File: src/sv/gdas_pkg.sv
package gdas_pkg;

	// stamp footprint: 3x3 core first, then the 5x5 ring
	localparam int NPOS = 25;
	localparam int CORE_N = 9;
	localparam int POS_W = 5;

	// request codes
	localparam logic [1:0] REQ_STAMP = 2'd0;
	localparam logic [1:0] REQ_WRITE = 2'd1;
	localparam logic [1:0] REQ_READ = 2'd2;

	// register indexes
	localparam logic [1:0] CFG_WIDTH = 2'd0;
	localparam logic [1:0] CFG_HEIGHT = 2'd1;

	// floor(n/100) as (n*5243)>>19, exact for n below 43690
	localparam logic [12:0] RECIP_100 = 13'd5243;
	localparam int RECIP_SHIFT = 19;

	// drain length, spanning the last issued pixel's trip through the pipe to its write
	localparam int DRAIN_CYC = 3;

	typedef logic signed [2:0] offs_t;

	localparam offs_t POS_DX [NPOS] = '{
		-3'sd1, 3'sd0, 3'sd1, -3'sd1, 3'sd0, 3'sd1, -3'sd1, 3'sd0, 3'sd1,
		-3'sd2, -3'sd1, 3'sd0, 3'sd1, 3'sd2,
		-3'sd2, 3'sd2, -3'sd2, 3'sd2, -3'sd2, 3'sd2,
		-3'sd2, -3'sd1, 3'sd0, 3'sd1, 3'sd2
	};

	localparam offs_t POS_DY [NPOS] = '{
		-3'sd1, -3'sd1, -3'sd1, 3'sd0, 3'sd0, 3'sd0, 3'sd1, 3'sd1, 3'sd1,
		-3'sd2, -3'sd2, -3'sd2, -3'sd2, -3'sd2,
		-3'sd1, -3'sd1, 3'sd0, 3'sd0, 3'sd1, 3'sd1,
		3'sd2, 3'sd2, 3'sd2, 3'sd2, 3'sd2
	};

	// alpha factor in percent; ring entries apply to half alpha
	localparam logic [6:0] POS_MULT [NPOS] = '{
		7'd85, 7'd85, 7'd85, 7'd85, 7'd100, 7'd85, 7'd85, 7'd85, 7'd85,
		7'd40, 7'd55, 7'd70, 7'd55, 7'd40,
		7'd55, 7'd55, 7'd70, 7'd70, 7'd55, 7'd55,
		7'd40, 7'd55, 7'd70, 7'd55, 7'd40
	};

	typedef enum logic [1:0] {
		S_IDLE,
		S_ISSUE,
		S_DRAIN,
		S_DONE
	} state_t;

	typedef struct packed {
		logic load;
		logic issue;
		logic [POS_W-1:0] pos;
	} cmd_t;

	typedef struct packed {
		logic [1:0] kind;
	} status_t;

endpackage

File: src/sv/gdas_ctrl.sv
module gdas_ctrl
	import gdas_pkg::*;
(
	input logic clk,
	input logic arst_n,
	input logic start,
	input status_t status,
	output logic busy,
	output logic done,
	output cmd_t cmd
);

	state_t state_q, state_d;
	logic [POS_W-1:0] cnt_q, cnt_d;
	logic [1:0] drn_q, drn_d;
	logic last;

	// a stamp walks all footprint positions, other requests only one
	assign last = (status.kind == REQ_STAMP) ? (cnt_q == POS_W'(NPOS - 1)) : 1'b1;

	always_ff @(posedge clk or negedge arst_n) begin
		if (!arst_n) begin
			state_q <= S_IDLE;
			cnt_q <= '0;
			drn_q <= '0;
		end else begin
			state_q <= state_d;
			cnt_q <= cnt_d;
			drn_q <= drn_d;
		end
	end

	always_comb begin
		state_d = state_q;
		cnt_d = cnt_q;
		drn_d = drn_q;
		unique case (state_q)
			S_IDLE: begin
				cnt_d = '0;
				if (start) begin
					state_d = S_ISSUE;
				end
			end
			S_ISSUE: begin
				drn_d = '0;
				if (last) begin
					state_d = S_DRAIN;
				end else begin
					cnt_d = cnt_q + 1'b1;
				end
			end
			S_DRAIN: begin
				drn_d = drn_q + 1'b1;
				if (drn_q == 2'(DRAIN_CYC - 1)) begin
					state_d = S_DONE;
				end
			end
			S_DONE: begin
				state_d = S_IDLE;
			end
			default: begin
				state_d = S_IDLE;
			end
		endcase
	end

	always_comb begin
		busy = 1'b1;
		done = 1'b0;
		cmd.load = 1'b0;
		cmd.issue = 1'b0;
		cmd.pos = cnt_q;
		unique case (state_q)
			S_IDLE: begin
				busy = 1'b0;
				cmd.load = start;
			end
			S_ISSUE: begin
				cmd.issue = 1'b1;
			end
			S_DRAIN: begin
			end
			S_DONE: begin
				done = 1'b1;
			end
			default: begin
			end
		endcase
	end

`ifndef SYNTHESIS
	a_done_single: assert property (@(posedge clk) disable iff (!arst_n)
		done |=> !done) else $error("done strobe longer than one cycle");

	a_busy_ends_with_done: assert property (@(posedge clk) disable iff (!arst_n)
		$fell(busy) |-> $past(done)) else $error("request ended without a result");

	a_cnt_range: assert property (@(posedge clk) disable iff (!arst_n)
		cnt_q <= POS_W'(NPOS - 1)) else $error("footprint counter out of range");
`endif

endmodule

File: config.mk
export PLATFORM = sky130hd
export DESIGN_NAME = gdas_ctrl
export DESIGN_NICKNAME = d
export VERILOG_FILES = /design/src/sv/gdas_pkg.sv /design/src/sv/gdas_ctrl.sv
export SDC_FILE = /design/constraint.sdc
export NUM_CORES = 1
export LEC_CHECK = 0
export ABC_AREA = 1
export BUFFER_PORTS_ARGS = -buffer_cell sky130_fd_sc_hd__buf_4
export CAP_MARGIN = 25
export CORE_UTILIZATION = 45
export CTS_BUF_LIST = sky130_fd_sc_hd__clkbuf_8
export DETAILED_ROUTE_END_ITERATION = 12
export PLACE_DENSITY_LB_ADDON = 0.3
export RECOVER_POWER = 100
export SLEW_MARGIN = 10
export SYNTH_ARGS = -nofsm -noshare
export SYNTH_HDL_FRONTEND = slang
export SYNTH_SLANG_ARGS = --single-unit
File: constraint.sdc
create_clock -name clk -period 1.3 [get_ports clk]
set_input_delay 0.26 -clock clk [delete_from_list [all_inputs] [get_ports clk]]
set_output_delay 0.26 -clock clk [all_outputs]
set_load 0.02 [all_outputs]
==> impl_metrics.csv, run 1 <==
group,metric,value,unit
global_routing,antenna_found_initial,0,
yosys,syn_nets,94,
place,gp_congestion,0.7647,
yosys,ys_seq_elements,9,
global_routing,grt_pass1_wl,2.256,mm
setup_path,endpoint_kind,"primary output",
detailed_routing,first_pass_iters,4,
sta,setup_slack,-0.01979,ns
clocking,clock_latency,0.23,ns
detailed_routing,wl_met3,46,µm
detailed_routing,ant_nets,0,
detailed_routing,wl,1.459,mm
yosys,synthCells,82,
yosys,yosysSeqAreaShare,0.3536,
cells_and_area,fillers,117,
global_routing,grt_max_degree,10,
power,p_clk_frac,0.161,
sta,relSlewSlack,0.6663,
power,power_switching,810.5,µW
power,power_density,2164,nW/µm²
sta,tightestPinTransition,0.5005,ns
yosys,synth_warnings,0,
power,p_leak,0.4621,nW
sta,min_period,1.320,ns
yosys,synth_cell_types,19,
sta,hold_violations,0,
cells_and_area,multiInputGateArea,385.4,µm²
global_routing,track_usage,0.2243,
setup_path,arrival,1.06,ns
clocking,clkTransAtPathRegs,0.04,ns
yosys,yosys-top-cells-area,"dfrtp_1 (35%), ha_1 (14%), nand2_1 (13%)",
worst_hold_path,holdCritPathClass,"in -> reg",
floorplan,die_h,39.62,µm
setup_path,cp_data_required_time,1.04,ns
detailed_routing,drt-met1-wl,573,µm
place,pre_cts_slack,0.03710,ns
floorplan,chipWidth,39.62,µm
power,intPower,1.098,mW
power,ir_drop,0.001474,V
yosys,synth_area,636.9,µm²
sta,holdWs,0.4439,ns
yosys,syn_avg_cell_area,7.767,µm²
outcome,violations,"negative setup slack",
clocking,cts_tree,"done",
global_routing,grt_pass1_vias,569,
sta,period_share,1.015,
cells_and_area,syn2layout_area_growth,38.51,%
detailed_routing,drc,0,
cells_and_area,mostFrequentLayoutCells,"nand2_1 (21), inv_1 (12), nand3_1 (9), dfrtp_1 (9), buf_4 (7)",
detailed_routing,viasPerCell,4.892,
sta,fin_skew,0.004040,ns
detailed_routing,vias,587,
global_routing,grt_overflow,0,
place,portBuffers,13,
floorplan,initial_core_util,0.4894,
clocking,clockBufferDepth,2,
power,swShare,0.4246,
outcome,status,"complete, but fails checks",
floorplan,rows,13,
sta,max_freq,0.7577,GHz
flow_run,maxCapViolations,0,
power,seqPwrFrac,0.215,
clocking,cts_num_sinks,9,
yosys,yosysTopAreaCellShare,0.3536,
sta,setup_viol,2,
detailed_routing,drt_iter0_markers,10,
clocking,cts_made_buffers,3,
cells_and_area,final_common_cell,"nand2_1",
sta,final_max_slew_viol_count,0,
yosys,synth_top_cell_by_area,"dfrtp_1",
floorplan,dieArea,1570,µm²
clocking,htree_levels,1,
power,power_frac_comb,0.624,
sta,rsz0062_at_grt,"true",
setup_path,crit_path_start_kind,"register",
cells_and_area,final_nets,118,
setup_path,critPathKind,"reg -> out",
floorplan,ioPinCount,14,
detailed_routing,wl_met2,797,µm
setup_path,cp_max_fo,3,
detailed_routing,wire_per_inst,12.16,µm
detailed_routing,top_layer_used,"met4",
cells_and_area,antenna_cells,0,
cells_and_area,drive_above_1_share,0.3333,
floorplan,core_region_area,1301,µm²
cells_and_area,seq_area,225.2,µm²
place,hpwl,1.012,mm
clocking,clock-root-buffer,"clkbuf_8",
==> per-stage QoR <==
| step | setup TNS (ns) | util | instances | power (mW) | cell area (µm²) |
|---|---|---|---|---|---|
| 2_1_floorplan | 0 | - | 82 | 1.066 | 639.4 |
| 3_3_place_gp | 0 | 0.5923 | 112 | 1.331 | 770.7 |
| 3_5_place_dp | 0 | 0.5923 | 112 | 1.349 | 770.7 |
| 4_1_cts | -0.05928 | 0.6875 | 119 | 1.910 | 894.6 |
| 5_1_grt | -0.3623 | 0.6779 | 120 | 2.065 | 882.1 |
| 6_report | -0.02891 | 0.6779 | 120 | 1.909 | 882.1 |
==> Yosys cell counts <==
library cell	number
dfrtp_1	9
inv_1	15
nand2_4	1
nand3_2	1
o21ai_0	1
o22ai_1	1
ha_1	7
inv_2	1
o21ai_1	1
nor2_2	2
nand3_1	9
clkinv_1	1
or2_4	1
nand2_1	22
nor2_1	4
xor2_1	1
o21bai_2	1
nand2_2	3
nor2_8	1
==> state kept, by name, summed over array words and instances (netlist names) <==
| name | flops |
|---|---|
| cnt_q | 5 |
| drn_q | 2 |
| state_q | 2 |
==> timing repair <==
| action | CTS | global route |
|---|---|---|
| setup buffers | 2 | 1 |
| gates resized for setup | 12 | 3 |
| endpoints found under the hold margin | 9 | 0 |
| hold buffers | 1 | 0 |
| pin swaps | 1 | 1 |
| gates cloned | 0 | 0 |
| setup endpoints to repair | 3 | 6 |
==> logic make-up after synthesis <==
logic type	after synthesis	share of synthesized area
AO/OA/AOI/OAI	4	0.04321
XOR/XNOR	1	0.01375
adder cells (fa/ha/maj)	7	0.1375
buffers and inverters	17	0.1002
flip-flops	9	0.3536
AND/OR/NAND/NOR	44	0.3517
==> worst max-delay path: stages, from the launching register on <==
cell     delay, ns
dfrtp_1       0.39
inv_2         0.09
ha_4          0.15
nand2_2       0.05
inv_2         0.04
buf_6         0.10
==> metal layers <==
metal,vias up,GRT usage
met3,6,0.05114
met1,271,0.2199
met4,0,0.07759
li1,295,-
met2,15,0.4426
met5,-,0
==> path summary, 6_finish.rpt <==
path	from	slack [ns]	depth (start not counted)	endpoint
setup / recovery	state_q[0]	-0.02	5	cmd[6]
hold / removal	status[0]	0.44	5	cnt_q[4]
setup reg to reg	state_q[1]	0.01	8	state_q[1]
hold reg to reg	drn_q[1]	0.54	2	drn_q[1]
max in group asynchronous	arst_n	0.45	2	cnt_q[2]
min in group asynchronous	arst_n	0.51	2	drn_q[1]
==> final cells by class <==
| cell class | instances | share of cell area |
|---|---|---|
| clock buffers | 3 | 0.04681 |
| clock inverters | 1 | 0.004255 |
| inverters | 17 | 0.07234 |
| multi-input cells | 56 | 0.4369 |
| flip-flops and latches | 9 | 0.2553 |
| well taps | 15 | 0.02128 |
| repair buffers | 19 | 0.1631 |
==> power groups by stage <==
stage               sequential [mW]  combinational, mW  clock (mW)
floorplan                     0.460              0.605           0
global placement              0.419              0.912           0
detailed placement            0.426              0.922           0
CTS                           0.411               1.18       0.318
global route                  0.418               1.31       0.341
finish                        0.411               1.19       0.307
Note: power is estimated with default switching activity, not from simulation.
==> run 2: changes to the inputs <==
CORE_MARGIN = 1   (was default)
PLACE_DENSITY = 0.68   (was default)
PLACE_DENSITY_LB_ADDON = default   (was 0.3)
==> run 2 against run 1 <==
Clock-buffer cell count unchanged. Critical endpoint is now cmd[5]. Critical path depth shrank 2. Sequential power about the same. The flow still finishes with violations (negative setup slack). Wire length decreased by 5.0%. Highest routed layer unchanged. Clock power grew 5%. Core utilization increased by 5.0 points. Fmax is 0.45% lower. Combinational power increased by 8%. Non-clock buffer count grew 1. Power rose by 5.4%. Via count decreased by 1.4%. Clock skew down 0.00087 ns.
==> impl_metrics.csv, run 2 (synthesis gave the netlist of run 1 again) <==
group,metric,value,unit
sta,setup_viol,2,
detailed_routing,drt-met1-wl,565,µm
clocking,cts_tree,"done",
sta,relSlewSlack,0.6433,
power,p_leak,0.4933,nW
detailed_routing,wire_per_inst,11.45,µm
detailed_routing,ant_nets,0,
power,ir_drop,0.001434,V
floorplan,die_h,39.62,µm
setup_path,cp_data_required_time,1.04,ns
place,gp_congestion,0.7948,
global_routing,track_usage,0.2081,
power,power,2.012,mW
setup_path,crit_path_start_kind,"register",
cells_and_area,stdcell_count,121,
setup_path,critPathKind,"reg -> out",
clocking,clock-root-buffer,"clkbuf_8",
sta,hold_violations,0,
place,portBuffers,13,
cells_and_area,drive_above_1_share,0.4434,
cells_and_area,syn2layout_area_growth,48.72,%
global_routing,grt_pass1_wl,2.007,mm
floorplan,ioPinCount,14,
outcome,status,"complete, but fails checks",
cells_and_area,largest_register,"cnt_q",
setup_path,endpoint_kind,"primary output",
sta,fin_skew,0.003173,ns
outcome,violations,"negative setup slack",
cells_and_area,fillers,95,
cells_and_area,final_common_cell,"nand2_1",
clocking,cts_made_buffers,3,
worst_hold_path,holdCritPathClass,"in -> reg",
floorplan,core_region_area,1301,µm²
setup_path,arrival,1.07,ns
cells_and_area,largest_reg_flops,5,
sta,max_freq,0.7543,GHz
sta,final_max_slew_viol_count,0,
setup_path,cp_max_fo,4,
cells_and_area,mostFrequentLayoutCells,"nand2_1 (20), buf_4 (12), inv_1 (10), dfrtp_1 (9), nand3_1 (8)",
place,dp_cells,112,
sta,tightestPinTransition,0.5350,ns
power,power_density,2124,nW/µm²
cells_and_area,antenna_cells,0,
global_routing,antenna_found_initial,0,
detailed_routing,wl,1.386,mm
flow_run,maxCapViolations,0,
clocking,htree_levels,1,
floorplan,initial_core_util,0.4894,
cells_and_area,utilization,0.7279,
floorplan,chipWidth,39.62,µm
detailed_routing,drt_iter0_markers,7,
place,hpwl,949.3,µm
clocking,clock_latency,0.23,ns
sta,min_period,1.326,ns
clocking,cts_num_sinks,9,
clocking,clkTransAtPathRegs,0.05,ns
floorplan,dieArea,1570,µm²
clocking,clockBufferDepth,2,
sta,setup_slack,-0.02581,ns
global_routing,grt_pass1_vias,492,
detailed_routing,wl_met3,58,µm
sta,rsz0062_at_grt,"true",
detailed_routing,vias,579,
detailed_routing,viasPerCell,4.785,
global_routing,grt_overflow,0,
floorplan,rows,13,
global_routing,grt_max_degree,10,
detailed_routing,drc,0,
detailed_routing,wl_met2,730,µm
cells_and_area,reg_top3,"cnt_q x5, drn_q x2, state_q x2",
sta,period_share,1.020,
detailed_routing,first_pass_iters,4,
detailed_routing,top_layer_used,"met4",
cells_and_area,final_nets,119,
## run 2: cell count changes in the layout (fill, tap and decap cells not counted), sizes merged
cell    previous run  this run
buf               12        18
clkbuf             9         4
inv               17        16
clkinv             1         2
## run 2: worst max-delay path: stages (launching register included)
cell,delay [ns]
dfrtp_1,0.39
buf_6,0.14
ha_4,0.17
buf_6,0.13
## run 2: per-layer routing
layer / global-route usage / vias to the layer above
li1: - / 299
met1: 0.2070 / 262
met2: 0.3648 / 14
met3: 0.1023 / 4
met4: 0.07759 / 0
met5: 0 / -
## run 2: final timing paths
path,startpoint,cells past startpoint,endpoint,slack [ns]
worst min register to register,cnt_q[0],3,cnt_q[0],0.54
min in group asynchronous,arst_n,2,cnt_q[1],0.52
max in group asynchronous,arst_n,2,cnt_q[4],0.43
worst min-delay path,status[0],5,cnt_q[4],0.43
worst max register to register,state_q[1],8,state_q[0],0.03
worst max-delay path,state_q[0],3,cmd[5],-0.03
## run 2: power by group
part	switching [mW]	internal, mW	total, mW
Combinational	0.685	0.593	1.28
Sequential	0.0468	0.365	0.412
Clock	0.112	0.209	0.321
Total	0.844	1.17	2.01
## run 2: area by class of cell
cell class | count | area, µm² | share of cell area
Inverter | 17 | 63.81 | 0.06737
Timing Repair Buffer | 20 | 180.2 | 0.1902
Clock inverter | 1 | 5.005 | 0.005284
Tap cell | 15 | 18.77 | 0.01982
Multi-Input combinational cell | 56 | 412.9 | 0.4359
Clock buffer | 3 | 41.29 | 0.04359
Sequential cell | 9 | 225.2 | 0.2378
## run 2: per-stage QoR
stage	instance area, µm²	TNS (ns)	hold slack (ns)	setup slack (ns)
finish	947.2	-0.03490	0.4333	-0.02581
global route	947.2	-0.3485	0.4469	-0.07586
CTS	903.4	-0.06519	0.3840	-0.04280
detailed placement	770.7	0	0.09243	0.03566
global placement	770.7	0	0.09126	0.04999
floorplan	639.4	0	-0.03559	0.03542
## run 2: repair_timing
action	4_1_cts	5_1_grt
setup endpoints to repair	3	6
setup buffers	3	1
endpoints found under the hold margin	9	0
gates resized for setup	12	11
hold buffers	1	0
pin swaps	1	2
==> run 3: changes to the inputs <==
clock period = 1.5 ns   (was 1.3 ns; I/O delays follow)
==> run 3 against run 2 <==
The flow now finishes without violations. Design area is 15% lower. Power is 28% lower. Global-route usage decreased by 3.0 points. Clock power decreased by 16%. Highest routed layer unchanged.
==> impl_metrics.csv, run 3 (synthesis gave the netlist of run 1 again) <==
group,metric,value,unit
cells_and_area,final_common_cell,"nand2_1",
floorplan,initial_core_util,0.4894,
sta,rsz0062_at_grt,"false",
floorplan,dieArea,1570,µm²
floorplan,ioPinCount,14,
detailed_routing,drc,0,
flow_run,maxCapViolations,0,
power,p_leak,0.4328,nW
cells_and_area,final_nets,114,
setup_path,cp_max_fo,4,
sta,hold_violations,0,
power,ir_drop,0.001007,V
sta,setup_viol,0,
floorplan,chipWidth,39.62,µm
cells_and_area,syn2layout_area_growth,25.74,%
place,gp_congestion,0.7498,
sta,final_max_slew_viol_count,0,
global_routing,grt_max_degree,10,
setup_path,endpoint_kind,"primary output",
setup_path,critPathKind,"reg -> out",
clocking,clkTransAtPathRegs,0.04,ns
global_routing,grt_overflow,0,
clocking,cts_num_sinks,9,
global_routing,antenna_found_initial,0,
sta,max_freq,0.7024,GHz
clocking,clock_latency,0.23,ns
sta,min_period,1.424,ns
clocking,htree_levels,1,
cells_and_area,antenna_cells,0,
setup_path,crit_path_start_kind,"register",
cells_and_area,largest_register,"cnt_q",
sta,tightestPinTransition,0.4748,ns
sta,period_share,0.9491,
clocking,clock-root-buffer,"clkbuf_8",
setup_path,cp_data_required_time,1.20,ns
clocking,cts_made_buffers,3,
cells_and_area,reg_top3,"cnt_q x5, drn_q x2, state_q x2",
sta,setup_tns,0,ns
power,power_density,1797,nW/µm²
detailed_routing,wire_per_inst,9.543,µm
cells_and_area,drive_above_1_share,0.2376,
detailed_routing,drt_iter0_markers,5,
cells_and_area,mostFrequentLayoutCells,"nand2_1 (22), inv_1 (14), nand3_1 (9), dfrtp_1 (9)",
worst_hold_path,hold_start,"status[0]",
setup_path,worstRegToRegCells,7,
detailed_routing,vias,551,
setup_path,timing.rr.start,"state_q[1]",
place,portBuffers,13,
global_routing,grt_pass1_vias,478,
clocking,clockBufferDepth,2,
setup_path,r2r_setup_slack,0.13,ns
detailed_routing,viasPerCell,4.750,
place,hpwl,919.7,µm
worst_hold_path,holdCritPathClass,"in -> reg",
global_routing,track_usage,0.1778,
cells_and_area,largest_reg_flops,5,
setup_path,timing.rr.end,"state_q[0]",
detailed_routing,first_pass_iters,4,
detailed_routing,wl,1.107,mm
floorplan,die_h,39.62,µm
worst_hold_path,hold_path_end,"cnt_q[2]",
clocking,cts_tree,"done",
outcome,status,"finished, final reports clean",
sta,fin_skew,0.001514,ns
global_routing,grt_pass1_wl,1.828,mm
floorplan,core_region_area,1301,µm²
sta,relSlewSlack,0.6835,
place,pre_cts_slack,0.1914,ns
worst_hold_path,whs_path_depth,5,
detailed_routing,ant_nets,0,
setup_path,arrival,1.12,ns
floorplan,rows,13,
sta,setup_slack,0.07636,ns
[run 3: changes by cell type in the layout (fill, tap and decap cells not counted), sizes merged]
cell | previous run | this run
clkinv | 2 | 1
buf | 18 | 6
clkbuf | 4 | 11
inv | 16 | 17
[run 3: layout make-up]
type / count / area [µm²]
fillers: 119 / 500.5
multi-input cells: 56 / 357.8
inverters: 17 / 63.81
flip-flops and latches: 9 / 225.2
well taps: 15 / 18.77
clock inverters: 1 / 3.754
repair buffers: 15 / 90.09
clock buffers: 3 / 41.29
[run 3: through the flow]
| stage | area [µm²] | std cells | utilization | power (mW) | hold slack (ns) |
|---|---|---|---|---|---|
| after floorplan | 636.9 | 82 | - | 0.9189 | 0.004409 |
| after CTS | 808.3 | 115 | 0.6212 | 1.407 | 0.4355 |
| after global routing | 800.8 | 116 | 0.6154 | 1.578 | 0.5054 |
| after detailed placement | 753.2 | 110 | 0.5788 | 1.134 | 0.1283 |
| after global placement | 753.2 | 110 | 0.5788 | 1.122 | 0.1295 |
| final | 800.8 | 116 | 0.6154 | 1.439 | 0.4899 |
[run 3: critical path, stage by stage (launching register included)]
cell,delay [ns]
dfrtp_1,0.42
clkbuf_4,0.15
ha_1,0.17
buf_4,0.15
[run 3: power by group]
part           total, mW  internal, mW  switching (mW)
combinational      0.781         0.329           0.452
clock              0.270         0.178          0.0918
sequential         0.388         0.316          0.0715
[run 3: per-layer routing]
layer | vias to the layer above | wire, µm | global-route usage
met5 | - | 0 | 0
met4 | 0 | 16 | 0.05172
met3 | 2 | 32 | 0.05114
met2 | 8 | 511 | 0.3033
met1 | 254 | 547 | 0.2128
li1 | 287 | - | -
[run 3: timing repair]
item                                    4_1_cts  5_1_grt
buffers inserted                              0        1
hold endpoints to repair                      9        0
hold buffers                                  1        0
gates resized for setup                       0        5
endpoints found under the setup margin        0        2
[run 3: worst max path at each step]
| stage | start | end | slack (ns) |
|---|---|---|---|
| after floorplan | state_q[1] | cnt_q[3] | 0.20 |
| after global placement | state_q[1] | state_q[0] | 0.19 |
| after detailed placement | state_q[1] | cnt_q[1] | 0.19 |
| after CTS | state_q[1] | cmd[6] | 0.01 |
| after global routing | state_q[1] | state_q[0] | 0.02 |
| final | state_q[1] | done | 0.08 |
